$ cat config.mk
export PLATFORM = sky130hd
export DESIGN_NAME = priority_frame_queue_flat
export DESIGN_NICKNAME = d
export VERILOG_FILES = /design/src/design/pfq_pkg.sv /design/src/design/pfq_req_if.sv /design/src/design/pfq_rsp_if.sv /design/src/design/pfq_cell.sv /design/src/design/pfq_prefix_or.sv /design/src/design/priority_frame_queue.sv /design/src/flat_wrapper.sv
export SDC_FILE = /design/constraint.sdc
export NUM_CORES = 2
export LEC_CHECK = 0
export BUFFER_PORTS_ARGS = -buffer_cell sky130_fd_sc_hd__buf_2
export CORE_ASPECT_RATIO = 0.6
export CORE_MARGIN = 2
export CORE_UTILIZATION = 53
export CTS_CLUSTER_DIAMETER = 150
export DETAILED_ROUTE_END_ITERATION = 10
export HOLD_SLACK_MARGIN = 0.1
export PLACE_DENSITY = 0.68
export SETUP_SLACK_MARGIN = 0.3
export SLEW_MARGIN = 25
export SYNTH_ARGS = -nofsm -noshare
export SYNTH_HDL_FRONTEND = slang
export SYNTH_SLANG_ARGS = --single-unit
$ cat constraint.sdc
create_clock -name clk -period 9 [get_ports clk]
set_input_delay 1.8 -clock clk [delete_from_list [all_inputs] [get_ports clk]]
set_output_delay 1.8 -clock clk [all_outputs]
set_load 0.05 [all_outputs]
$ cat src/design/pfq_pkg.sv
// Shared types, codes and default sizes of the priority frame queue.
// No dependencies; pfq_cell, priority_frame_queue and the testbench refer to it by scoped names.
`timescale 1ns / 1ps

package pfq_pkg;

  localparam int DEF_QUEUE_DEPTH   = 64;
  localparam int DEF_FRAME_BITS    = 8;
  localparam int DEF_PRIORITY_BITS = 8;

  typedef enum logic [1:0] {
    CMD_INSERT = 2'd0,
    CMD_POP    = 2'd1,
    CMD_REMOVE = 2'd2,
    CMD_NOP    = 2'd3
  } cmd_t;

  typedef enum logic [1:0] {
    ST_OK        = 2'd0,
    ST_NOT_FOUND = 2'd1,
    ST_EMPTY     = 2'd2,
    ST_FULL      = 2'd3
  } status_t;

  typedef enum logic [1:0] {
    S_IDLE,
    S_EVAL,
    S_APPLY
  } state_t;

  // Slot update broadcast to every cell.
  typedef enum logic [1:0] {
    OP_HOLD,
    OP_INSERT,
    OP_POP,
    OP_REMOVE
  } op_t;

  typedef struct packed {
    logic eval;  // register compare flags this cycle
    op_t  op;    // slot update this cycle
  } ctrl_t;

endpackage

$ cat src/design/pfq_req_if.sv
// Command channel of the priority frame queue: valid/ready plus command payload.
// Depends on nothing.
`timescale 1ns / 1ps

interface pfq_req_if #(
  parameter int FRAME_BITS    = 8,
  parameter int PRIORITY_BITS = 8
);
  logic                     valid;
  logic                     ready;
  logic [1:0]               command;
  logic [FRAME_BITS-1:0]    frame_number;
  logic [PRIORITY_BITS-1:0] priority_req;

  modport source (output valid, command, frame_number, priority_req, input ready);
  modport sink   (input valid, command, frame_number, priority_req, output ready);
endinterface

$ cat src/design/pfq_rsp_if.sv
// Result channel of the priority frame queue: valid/ready plus result payload.
// Depends on nothing.
`timescale 1ns / 1ps

interface pfq_rsp_if #(
  parameter int FRAME_BITS = 8,
  parameter int OCC_BITS   = 7
);
  logic                  valid;
  logic                  ready;
  logic [FRAME_BITS-1:0] frame_out;
  logic [1:0]            status;
  logic [OCC_BITS-1:0]   occupancy;

  modport source (output valid, frame_out, status, occupancy, input ready);
  modport sink   (input valid, frame_out, status, occupancy, output ready);
endinterface

$ cat src/design/pfq_cell.sv
// One sorted slot of the queue: holds a frame, its priority and a valid bit,
// registers its compare flags and shifts with its neighbors. Uses pfq_pkg.
`timescale 1ns / 1ps

module pfq_cell #(
  parameter int FRAME_BITS    = pfq_pkg::DEF_FRAME_BITS,
  parameter int PRIORITY_BITS = pfq_pkg::DEF_PRIORITY_BITS
) (
  input  logic                     clk,
  input  logic                     rst,
  input  pfq_pkg::ctrl_t           ctrl,
  input  logic [FRAME_BITS-1:0]    key_frame,
  input  logic [PRIORITY_BITS-1:0] key_prio,
  input  logic                     ge_left,    // left slot stays ahead of a new entry
  input  logic                     seen,       // removal hit at this slot or nearer head
  input  logic [FRAME_BITS-1:0]    left_frame,
  input  logic [PRIORITY_BITS-1:0] left_prio,
  input  logic                     left_valid,
  input  logic [FRAME_BITS-1:0]    right_frame,
  input  logic [PRIORITY_BITS-1:0] right_prio,
  input  logic                     right_valid,
  output logic [FRAME_BITS-1:0]    frame,
  output logic [PRIORITY_BITS-1:0] prio,
  output logic                     valid,
  output logic                     ge,
  output logic                     match
);

  always_ff @(posedge clk) begin
    if (ctrl.eval) begin
      ge    <= valid && (prio >= key_prio);
      match <= valid && (frame == key_frame);
    end
  end

  always_ff @(posedge clk) begin
    if (rst) begin
      valid <= 1'b0;
    end else begin
      case (ctrl.op)
        pfq_pkg::OP_INSERT: begin
          if (!ge) begin
            if (ge_left) begin
              frame <= key_frame;
              prio  <= key_prio;
              valid <= 1'b1;
            end else begin
              frame <= left_frame;
              prio  <= left_prio;
              valid <= left_valid;
            end
          end
        end
        pfq_pkg::OP_POP: begin
          frame <= right_frame;
          prio  <= right_prio;
          valid <= right_valid;
        end
        pfq_pkg::OP_REMOVE: begin
          if (seen) begin
            frame <= right_frame;
            prio  <= right_prio;
            valid <= right_valid;
          end
        end
        default: begin
        end
      endcase
    end
  end

endmodule

$ cat src/design/pfq_prefix_or.sv
// Inclusive prefix OR over the per-slot match flags, log-depth.
// Depends on nothing.
`timescale 1ns / 1ps

module pfq_prefix_or #(
  parameter int WIDTH = 64
) (
  input  logic [WIDTH-1:0] hits,
  output logic [WIDTH-1:0] seen
);

  localparam int STEPS = (WIDTH > 1) ? $clog2(WIDTH) : 1;

  always_comb begin
    logic [WIDTH-1:0] p;
    p = hits;
    for (int d = 0; d < STEPS; d++) begin
      p = p | (p << (1 << d));
    end
    seen = p;
  end

endmodule

$ cat src/design/priority_frame_queue.sv
// Top level of the priority frame queue: slot row, match prefix, control, result.
// Depends on pfq_pkg, pfq_req_if, pfq_rsp_if, pfq_cell and pfq_prefix_or.
`timescale 1ns / 1ps

// Bounded priority queue of frame numbers held in a row of QUEUE_DEPTH
// slots, slot 0 being the head, sorted by descending priority with equal
// priorities in arrival order. Commands: insert (0), pop head (1), remove
// first slot holding a given frame (2); code 3 does nothing. Every command
// transaction yields one result transaction with the frame popped or
// removed (zero otherwise), a status (ok, not found, empty, full) and the
// occupancy after the command. Each command passes through a compare
// cycle in which every slot registers whether its priority is at least the
// new one and whether its frame matches, then an update cycle in which the
// affected slots shift toward head or tail at once. A new command is taken
// while idle or in the update cycle, so back-to-back commands skip the idle
// state as long as results are drained; while an unread result sits in the
// output register the update cycle waits. No clearing pass is needed after
// reset: slot valid bits are cleared directly.
module priority_frame_queue #(
  parameter int QUEUE_DEPTH   = pfq_pkg::DEF_QUEUE_DEPTH,
  parameter int FRAME_BITS    = pfq_pkg::DEF_FRAME_BITS,
  parameter int PRIORITY_BITS = pfq_pkg::DEF_PRIORITY_BITS,
  parameter int OCC_BITS      = $clog2(QUEUE_DEPTH + 1)
) (
  input  logic      clk,
  input  logic      rst,
  pfq_req_if.sink   req,
  pfq_rsp_if.source rsp
);

  pfq_pkg::state_t state, state_next;
  pfq_pkg::ctrl_t  ctrl;

  // Command latched at acceptance; frame and priority are broadcast to the slot row.
  pfq_pkg::cmd_t            key_cmd;
  logic [FRAME_BITS-1:0]    key_frame;
  logic [PRIORITY_BITS-1:0] key_prio;

  logic [OCC_BITS-1:0] count, count_next;

  // Output register.
  logic                  out_valid;
  logic [FRAME_BITS-1:0] out_frame, out_frame_next;
  pfq_pkg::status_t      out_status, out_status_next;
  logic                  out_load;

  logic out_can;
  logic in_fire;
  logic ready;

  // Slot row.
  logic [FRAME_BITS-1:0]    slot_frame [QUEUE_DEPTH];
  logic [PRIORITY_BITS-1:0] slot_prio  [QUEUE_DEPTH];
  logic [QUEUE_DEPTH-1:0]   slot_valid;
  logic [QUEUE_DEPTH-1:0]   slot_ge;
  logic [QUEUE_DEPTH-1:0]   slot_match;
  logic [QUEUE_DEPTH-1:0]   slot_seen;

  logic is_full;
  logic is_empty;
  logic found;

  assign is_full  = (count == OCC_BITS'(QUEUE_DEPTH));
  assign is_empty = (count == '0);
  assign found    = slot_seen[QUEUE_DEPTH-1];

  assign out_can = !out_valid || rsp.ready;
  assign ready   = (state == pfq_pkg::S_IDLE) || ((state == pfq_pkg::S_APPLY) && out_can);
  assign in_fire = req.valid && ready;
  assign req.ready = ready;

  genvar i;
  generate
    for (i = 0; i < QUEUE_DEPTH; i++) begin : g_slot
      logic                     ge_l;
      logic [FRAME_BITS-1:0]    frame_l, frame_r;
      logic [PRIORITY_BITS-1:0] prio_l, prio_r;
      logic                     valid_l, valid_r;

      if (i == 0) begin : g_head
        assign ge_l    = 1'b1;   // head: new entry goes here unless head stays ahead
        assign frame_l = key_frame;
        assign prio_l  = key_prio;
        assign valid_l = 1'b0;
      end else begin : g_body
        assign ge_l    = slot_ge[i-1];
        assign frame_l = slot_frame[i-1];
        assign prio_l  = slot_prio[i-1];
        assign valid_l = slot_valid[i-1];
      end

      if (i == QUEUE_DEPTH - 1) begin : g_tail
        assign frame_r = '0;
        assign prio_r  = '0;
        assign valid_r = 1'b0;
      end else begin : g_inner
        assign frame_r = slot_frame[i+1];
        assign prio_r  = slot_prio[i+1];
        assign valid_r = slot_valid[i+1];
      end

      pfq_cell #(
        .FRAME_BITS    (FRAME_BITS),
        .PRIORITY_BITS (PRIORITY_BITS)
      ) u_cell (
        .clk         (clk),
        .rst         (rst),
        .ctrl        (ctrl),
        .key_frame   (key_frame),
        .key_prio    (key_prio),
        .ge_left     (ge_l),
        .seen        (slot_seen[i]),
        .left_frame  (frame_l),
        .left_prio   (prio_l),
        .left_valid  (valid_l),
        .right_frame (frame_r),
        .right_prio  (prio_r),
        .right_valid (valid_r),
        .frame       (slot_frame[i]),
        .prio        (slot_prio[i]),
        .valid       (slot_valid[i]),
        .ge          (slot_ge[i]),
        .match       (slot_match[i])
      );
    end
  endgenerate

  // First matching slot and everything behind it shift toward head on remove.
  pfq_prefix_or #(
    .WIDTH (QUEUE_DEPTH)
  ) u_prefix (
    .hits (slot_match),
    .seen (slot_seen)
  );

  always_ff @(posedge clk) begin
    if (rst) begin
      state <= pfq_pkg::S_IDLE;
    end else begin
      state <= state_next;
    end
  end

  always_comb begin
    state_next      = state;
    ctrl.eval       = 1'b0;
    ctrl.op         = pfq_pkg::OP_HOLD;
    count_next      = count;
    out_load        = 1'b0;
    out_frame_next  = '0;
    out_status_next = pfq_pkg::ST_OK;
    case (state)
      pfq_pkg::S_IDLE: begin
        if (in_fire) begin
          state_next = pfq_pkg::S_EVAL;
        end
      end
      pfq_pkg::S_EVAL: begin
        ctrl.eval  = 1'b1;
        state_next = pfq_pkg::S_APPLY;
      end
      pfq_pkg::S_APPLY: begin
        if (out_can) begin
          out_load   = 1'b1;
          state_next = in_fire ? pfq_pkg::S_EVAL : pfq_pkg::S_IDLE;
          case (key_cmd)
            pfq_pkg::CMD_INSERT: begin
              if (is_full) begin
                out_status_next = pfq_pkg::ST_FULL;
              end else begin
                ctrl.op    = pfq_pkg::OP_INSERT;
                count_next = count + OCC_BITS'(1);
              end
            end
            pfq_pkg::CMD_POP: begin
              if (is_empty) begin
                out_status_next = pfq_pkg::ST_EMPTY;
              end else begin
                ctrl.op        = pfq_pkg::OP_POP;
                count_next     = count - OCC_BITS'(1);
                out_frame_next = slot_frame[0];
              end
            end
            pfq_pkg::CMD_REMOVE: begin
              if (found) begin
                ctrl.op        = pfq_pkg::OP_REMOVE;
                count_next     = count - OCC_BITS'(1);
                out_frame_next = key_frame;
              end else begin
                out_status_next = pfq_pkg::ST_NOT_FOUND;
              end
            end
            default: begin
            end
          endcase
        end
      end
      default: begin
        state_next = pfq_pkg::S_IDLE;
      end
    endcase
  end

  always_ff @(posedge clk) begin
    if (in_fire) begin
      key_cmd   <= pfq_pkg::cmd_t'(req.command);
      key_frame <= req.frame_number;
      key_prio  <= req.priority_req;
    end
  end

  always_ff @(posedge clk) begin
    if (rst) begin
      count <= '0;
    end else begin
      count <= count_next;
    end
  end

  always_ff @(posedge clk) begin
    if (rst) begin
      out_valid <= 1'b0;
    end else if (out_load) begin
      out_valid <= 1'b1;
    end else if (rsp.ready) begin
      out_valid <= 1'b0;
    end
  end

  always_ff @(posedge clk) begin
    if (out_load) begin
      out_frame  <= out_frame_next;
      out_status <= out_status_next;
    end
  end

  assign rsp.valid     = out_valid;
  assign rsp.frame_out = out_frame;
  assign rsp.status    = out_status;
  assign rsp.occupancy = count;

  // Occupied slots always equal the entry count.
  a_count_matches_slots: assert property (@(posedge clk) disable iff (rst)
    $countones(slot_valid) == 32'(count))
    else $error("slot valid bits disagree with entry count");

  // Count never exceeds the number of slots.
  a_count_bound: assert property (@(posedge clk) disable iff (rst)
    count <= OCC_BITS'(QUEUE_DEPTH))
    else $error("entry count beyond queue depth");

  // An accepted transaction is always followed by its compare cycle.
  a_accept_to_eval: assert property (@(posedge clk) disable iff (rst)
    in_fire |=> state == pfq_pkg::S_EVAL)
    else $error("accepted transaction not evaluated");

  // A full queue rejects inserts without touching the slots.
  a_full_no_insert: assert property (@(posedge clk) disable iff (rst)
    (state == pfq_pkg::S_APPLY && key_cmd == pfq_pkg::CMD_INSERT && is_full)
      |-> ctrl.op == pfq_pkg::OP_HOLD)
    else $error("insert applied to full queue");

endmodule

$ cat src/flat_wrapper.sv
// flat-port wrapper written by rule: the top's interface ports become plain ports
module priority_frame_queue_flat 
#(
  parameter int QUEUE_DEPTH   = pfq_pkg::DEF_QUEUE_DEPTH,
  parameter int FRAME_BITS    = pfq_pkg::DEF_FRAME_BITS,
  parameter int PRIORITY_BITS = pfq_pkg::DEF_PRIORITY_BITS,
  parameter int OCC_BITS      = $clog2(QUEUE_DEPTH + 1)
)
  (clk, rst, req_valid, req_command, req_frame_number, req_priority_req, req_ready, rsp_valid, rsp_frame_out, rsp_status, rsp_occupancy, rsp_ready);
  pfq_req_if #(.FRAME_BITS(FRAME_BITS), .PRIORITY_BITS(PRIORITY_BITS)) req_i ();
  pfq_rsp_if #(.FRAME_BITS(FRAME_BITS), .OCC_BITS(OCC_BITS)) rsp_i ();
  input  logic clk;
  input  logic rst;
  input wire logic [$bits(req_i.valid)-1:0] req_valid;
  input wire logic [$bits(req_i.command)-1:0] req_command;
  input wire logic [$bits(req_i.frame_number)-1:0] req_frame_number;
  input wire logic [$bits(req_i.priority_req)-1:0] req_priority_req;
  output wire logic [$bits(req_i.ready)-1:0] req_ready;
  output wire logic [$bits(rsp_i.valid)-1:0] rsp_valid;
  output wire logic [$bits(rsp_i.frame_out)-1:0] rsp_frame_out;
  output wire logic [$bits(rsp_i.status)-1:0] rsp_status;
  output wire logic [$bits(rsp_i.occupancy)-1:0] rsp_occupancy;
  input wire logic [$bits(rsp_i.ready)-1:0] rsp_ready;
  assign req_i.valid = req_valid;
  assign req_i.command = req_command;
  assign req_i.frame_number = req_frame_number;
  assign req_i.priority_req = req_priority_req;
  assign req_ready = req_i.ready;
  assign rsp_valid = rsp_i.valid;
  assign rsp_frame_out = rsp_i.frame_out;
  assign rsp_status = rsp_i.status;
  assign rsp_occupancy = rsp_i.occupancy;
  assign rsp_i.ready = rsp_ready;
  priority_frame_queue #(.QUEUE_DEPTH(QUEUE_DEPTH), .FRAME_BITS(FRAME_BITS), .PRIORITY_BITS(PRIORITY_BITS), .OCC_BITS(OCC_BITS)) u_core (.clk(clk), .rst(rst), .req(req_i), .rsp(rsp_i));
endmodule
==> results.py <==
metrics = {
    "yosys": {
        "synthFlopType": "edfxtp_1",
        "syn-num-nets": 8176,
        "synth_top_area_frac": 0.449,
        "yosysWarnings": 0,
        "synth-async-reset-ratio": 0,
        "yosys-top-cells-count": "1,240 x o21ai_0, 1,180 x edfxtp_1, 1,059 x nand2_1",
        "synth_edf_count": 1180,
        "ys_types": 66,
        "synth.most_common_cell": "o21ai_0",
        "synth-seq-cells": 1254,
        "syn_area_um2": 78900,
        "seq_area_frac_synth": 0.468,
        "synthCells": 7632,
        "synth_top_area_cell": "edfxtp_1",
        "synthTopCellsByArea": "edfxtp_1 45%, mux2i_1 13%, ha_1 8.3%, o21ai_0 7.9%, nand2_1 5.0%",
        "avgSynthCellArea_um2": 10.3,
    },
    "global_routing": {
        "grt_pass1_vias": 56100,
        "grt_max_degree": 241,
        "grt_first_pass_wirelength_um": 354000,
        "grt-ovfl-total": 0,
        "grt_antenna_before_repair": 5,
        "grt_use_total": 0.302,
    },
    "clock_network": {
        "post_cts_resized": 0,
        "h-tree-depth": 3,
        "cts_tree": "yes",
        "cts.sinks": 1254,
        "cts_hold_repair.buffers": 0,
        "cts_setup_buffers": 0,
        "cts-root-buf": "clkbuf_16",
        "clk-insertion-delay-late_ns": 0.78,
        "cts_buffers": 121,
        "clockBufferDepth": 3,
        "clk_pin_slew_ns": 0.06,
    },
    "power": {
        "cellLeakagePower_nw": 30.9,
        "finalPower_mw": 12.9,
        "ir_drop_mv": 0.155,
        "power.density_nw_per_um2": 152,
    },
    "place": {
        "pre_cts_slack_ns": 3.41,
        "placed_area_um2": 81200,
        "place_congestion": 0.921,
        "dp_hpwl_um": 161000,
        "io_buffer_count": 40,
    },
    "hold_path": {
        "min_path_cells": 1,
        "hold_end": "u_core.state[1]",
        "hold_class": "reg2reg",
        "holdCritStartpoint": "u_core.state[0]",
    },
    "setup_path": {
        "start_kind": "input port",
        "cp_top_family": "simple AND/OR/NAND/NOR gates",
        "critPathBufInv": 2,
        "r2r_cells": 8,
        "max_stage_delay_ns": 0.62,
        "rrSetupSlack_ns": 4.26,
        "startpoint": "rsp_ready",
        "cp.required_ns": 7.20,
        "worstReg2RegStart": "u_core.g_slot[0].u_cell.match",
        "crit_path_max_fanout": 5,
        "end_kind": "primary output",
        "crit_slowest_cell": "nor2b_1",
        "worst_ep_arrival_time_ns": 3.17,
        "path_depth": 4,
        "critPathMostFrequentCell": "buf_2",
        "cp_cell_sequence": "buf_2 -> nor2b_1 -> a21oi_1 -> buf_2",
        "rr_endpoint": "u_core.g_slot[27].u_cell.prio[3]",
        "criticalPathCategory": "in2out",
    },
    "final_layout": {
        "antenna_cells": 0,
        "final_area_um2": 85100,
        "area_growth_pct": 7.88,
        "nNetsFinal": 7944,
        "drive_gt1_frac": 0.0672,
    },
    "floorplanning": {
        "die_area_um2": 152000,
        "initial_core_util": 0.535,
        "fp-row-count": 109,
        "die_x_um": 502,
        "io_pins": 41,
        "coreArea_um2": 148000,
        "die_y_um": 303,
    },
    "detailed_routing": {
        "post_drt_wl_per_cell_um": 24.6,
        "drc": 0,
        "drtAntennaViolNets": 0,
        "dr.pass1.iters": 6,
        "drtIter0Drc": 8541,
        "wirelength_um": 234000,
        "dr_total_vias": 60100,
        "routed_via_density": 6.32,
    },
    "timing": {
        "final_hold_viol_count": 0,
        "slew_viol_final": 0,
        "tns_ns": 0,
        "finalCritPeriodShare": 0.552,
        "setup-violations-final": 0,
        "hold_slack_ns": 0.492,
        "setup_ws_ns": 4.03,
        "slew_headroom": 0.235,
        "fin_skew_ns": 0.0293,
        "fin_crit_ns": 4.97,
        "worst_slew_pin_slew_ns": 1.12,
        "max_freq_mhz": 201,
        "rsz0062_at_grt": "false",
    },
    "job": {
        "drv_cap": 0,
    },
    "status": {
        "status": "finished clean",
    },
}
-- worst max-delay path by stage --
stage	to	slack (ns)
floorplan	u_core.g_slot[0].u_cell.ge	2.37
global placement	u_core.g_slot[43].u_cell.valid	3.40
detailed placement	u_core.g_slot[43].u_cell.valid	3.41
CTS	req_ready	4.07
global route	u_core.g_slot[32].u_cell.frame[4]	3.92
finish	req_ready	4.03
-- cell families after synthesis --
group                      count (synthesis)  share of synthesized area
and+or+nand+nor                         1912                      0.107
AOI/OAI and AO/OA                       1710                      0.119
DFF                                     1254                      0.468
muxes                                   1039                      0.132
buffers and inverters                    677                     0.0339
adders and majority gates                522                     0.0829
xor gates and xnor gates                 518                     0.0575
-- registers in the layout, summed over array words and instances, names as in the netlist --
| signal | flops |
|---|---|
| u_core.g_slot.u_cell.frame | 512 |
| u_core.g_slot.u_cell.prio | 512 |
| u_core.g_slot.u_cell.ge | 64 |
| u_core.g_slot.u_cell.match | 64 |
| u_core.g_slot.u_cell.valid | 64 |
| u_core.g_slot.frame_l | 8 |
| u_core.g_slot.prio_l | 8 |
| u_core.rsp.frame_out | 8 |
| u_core.rsp.occupancy | 7 |
| u_core.key_cmd | 2 |
| u_core.rsp.status | 2 |
| u_core.state | 2 |
| u_core.rsp.valid | 1 |
-- power breakdown --
| group | switching [mW] | internal [mW] | leakage, nW |
|---|---|---|---|
| clock | 2.39 | 2.72 | 1.86 |
| sequential | 0.0831 | 6.45 | 11.3 |
| combinational | 0.799 | 0.454 | 17.7 |
| total | 3.28 | 9.63 | 30.9 |
-- stage by stage --
stage                      util  cells
after floorplan               -   7632
after global placement    0.550   9269
after detailed placement  0.550   9270
after CTS                 0.576   9497
after global routing      0.577   9502
final                     0.577   9502
-- per-layer routing --
layer / share of wire / vias to the layer above / global-route usage / routed length [um]
met5: 0.000039 / - / 0 / 9
met4: 0.023 / 2 / 0.0706 / 5350
met3: 0.12 / 318 / 0.0745 / 29100
met2: 0.37 / 3112 / 0.387 / 87100
met1: 0.48 / 29300 / 0.497 / 112000
li1: - / 27300 / - / -
-- cells in the final DEF, fill, tap and decap left out, types with 71 or more instances in the layout --
cell type / instances
buf_4: 173
nor2_1: 295
xnor2_1: 244
inv_1: 81
a21o_1: 132
nand2_1: 1057
dfxtp_1: 74
o21ai_0: 1240
ha_1: 521
mux2i_1: 1034
xor2_1: 274
edfxtp_1: 1180
nor4_1: 95
clkbuf_16: 122
a21oi_1: 184
nor2b_1: 71
-- final cells by class --
| cell class | count | area (um^2) |
|---|---|---|
| clock buffers | 157 | 3250 |
| clock inverters | 70 | 554 |
| fillers | 12600 | 62400 |
| inverters | 89 | 347 |
| multi-input cells | 5701 | 39700 |
| flip-flops and latches | 1254 | 36900 |
| well taps | 1998 | 2500 |
| repair buffers | 233 | 1880 |
Power figures use the tool's default switching activity.
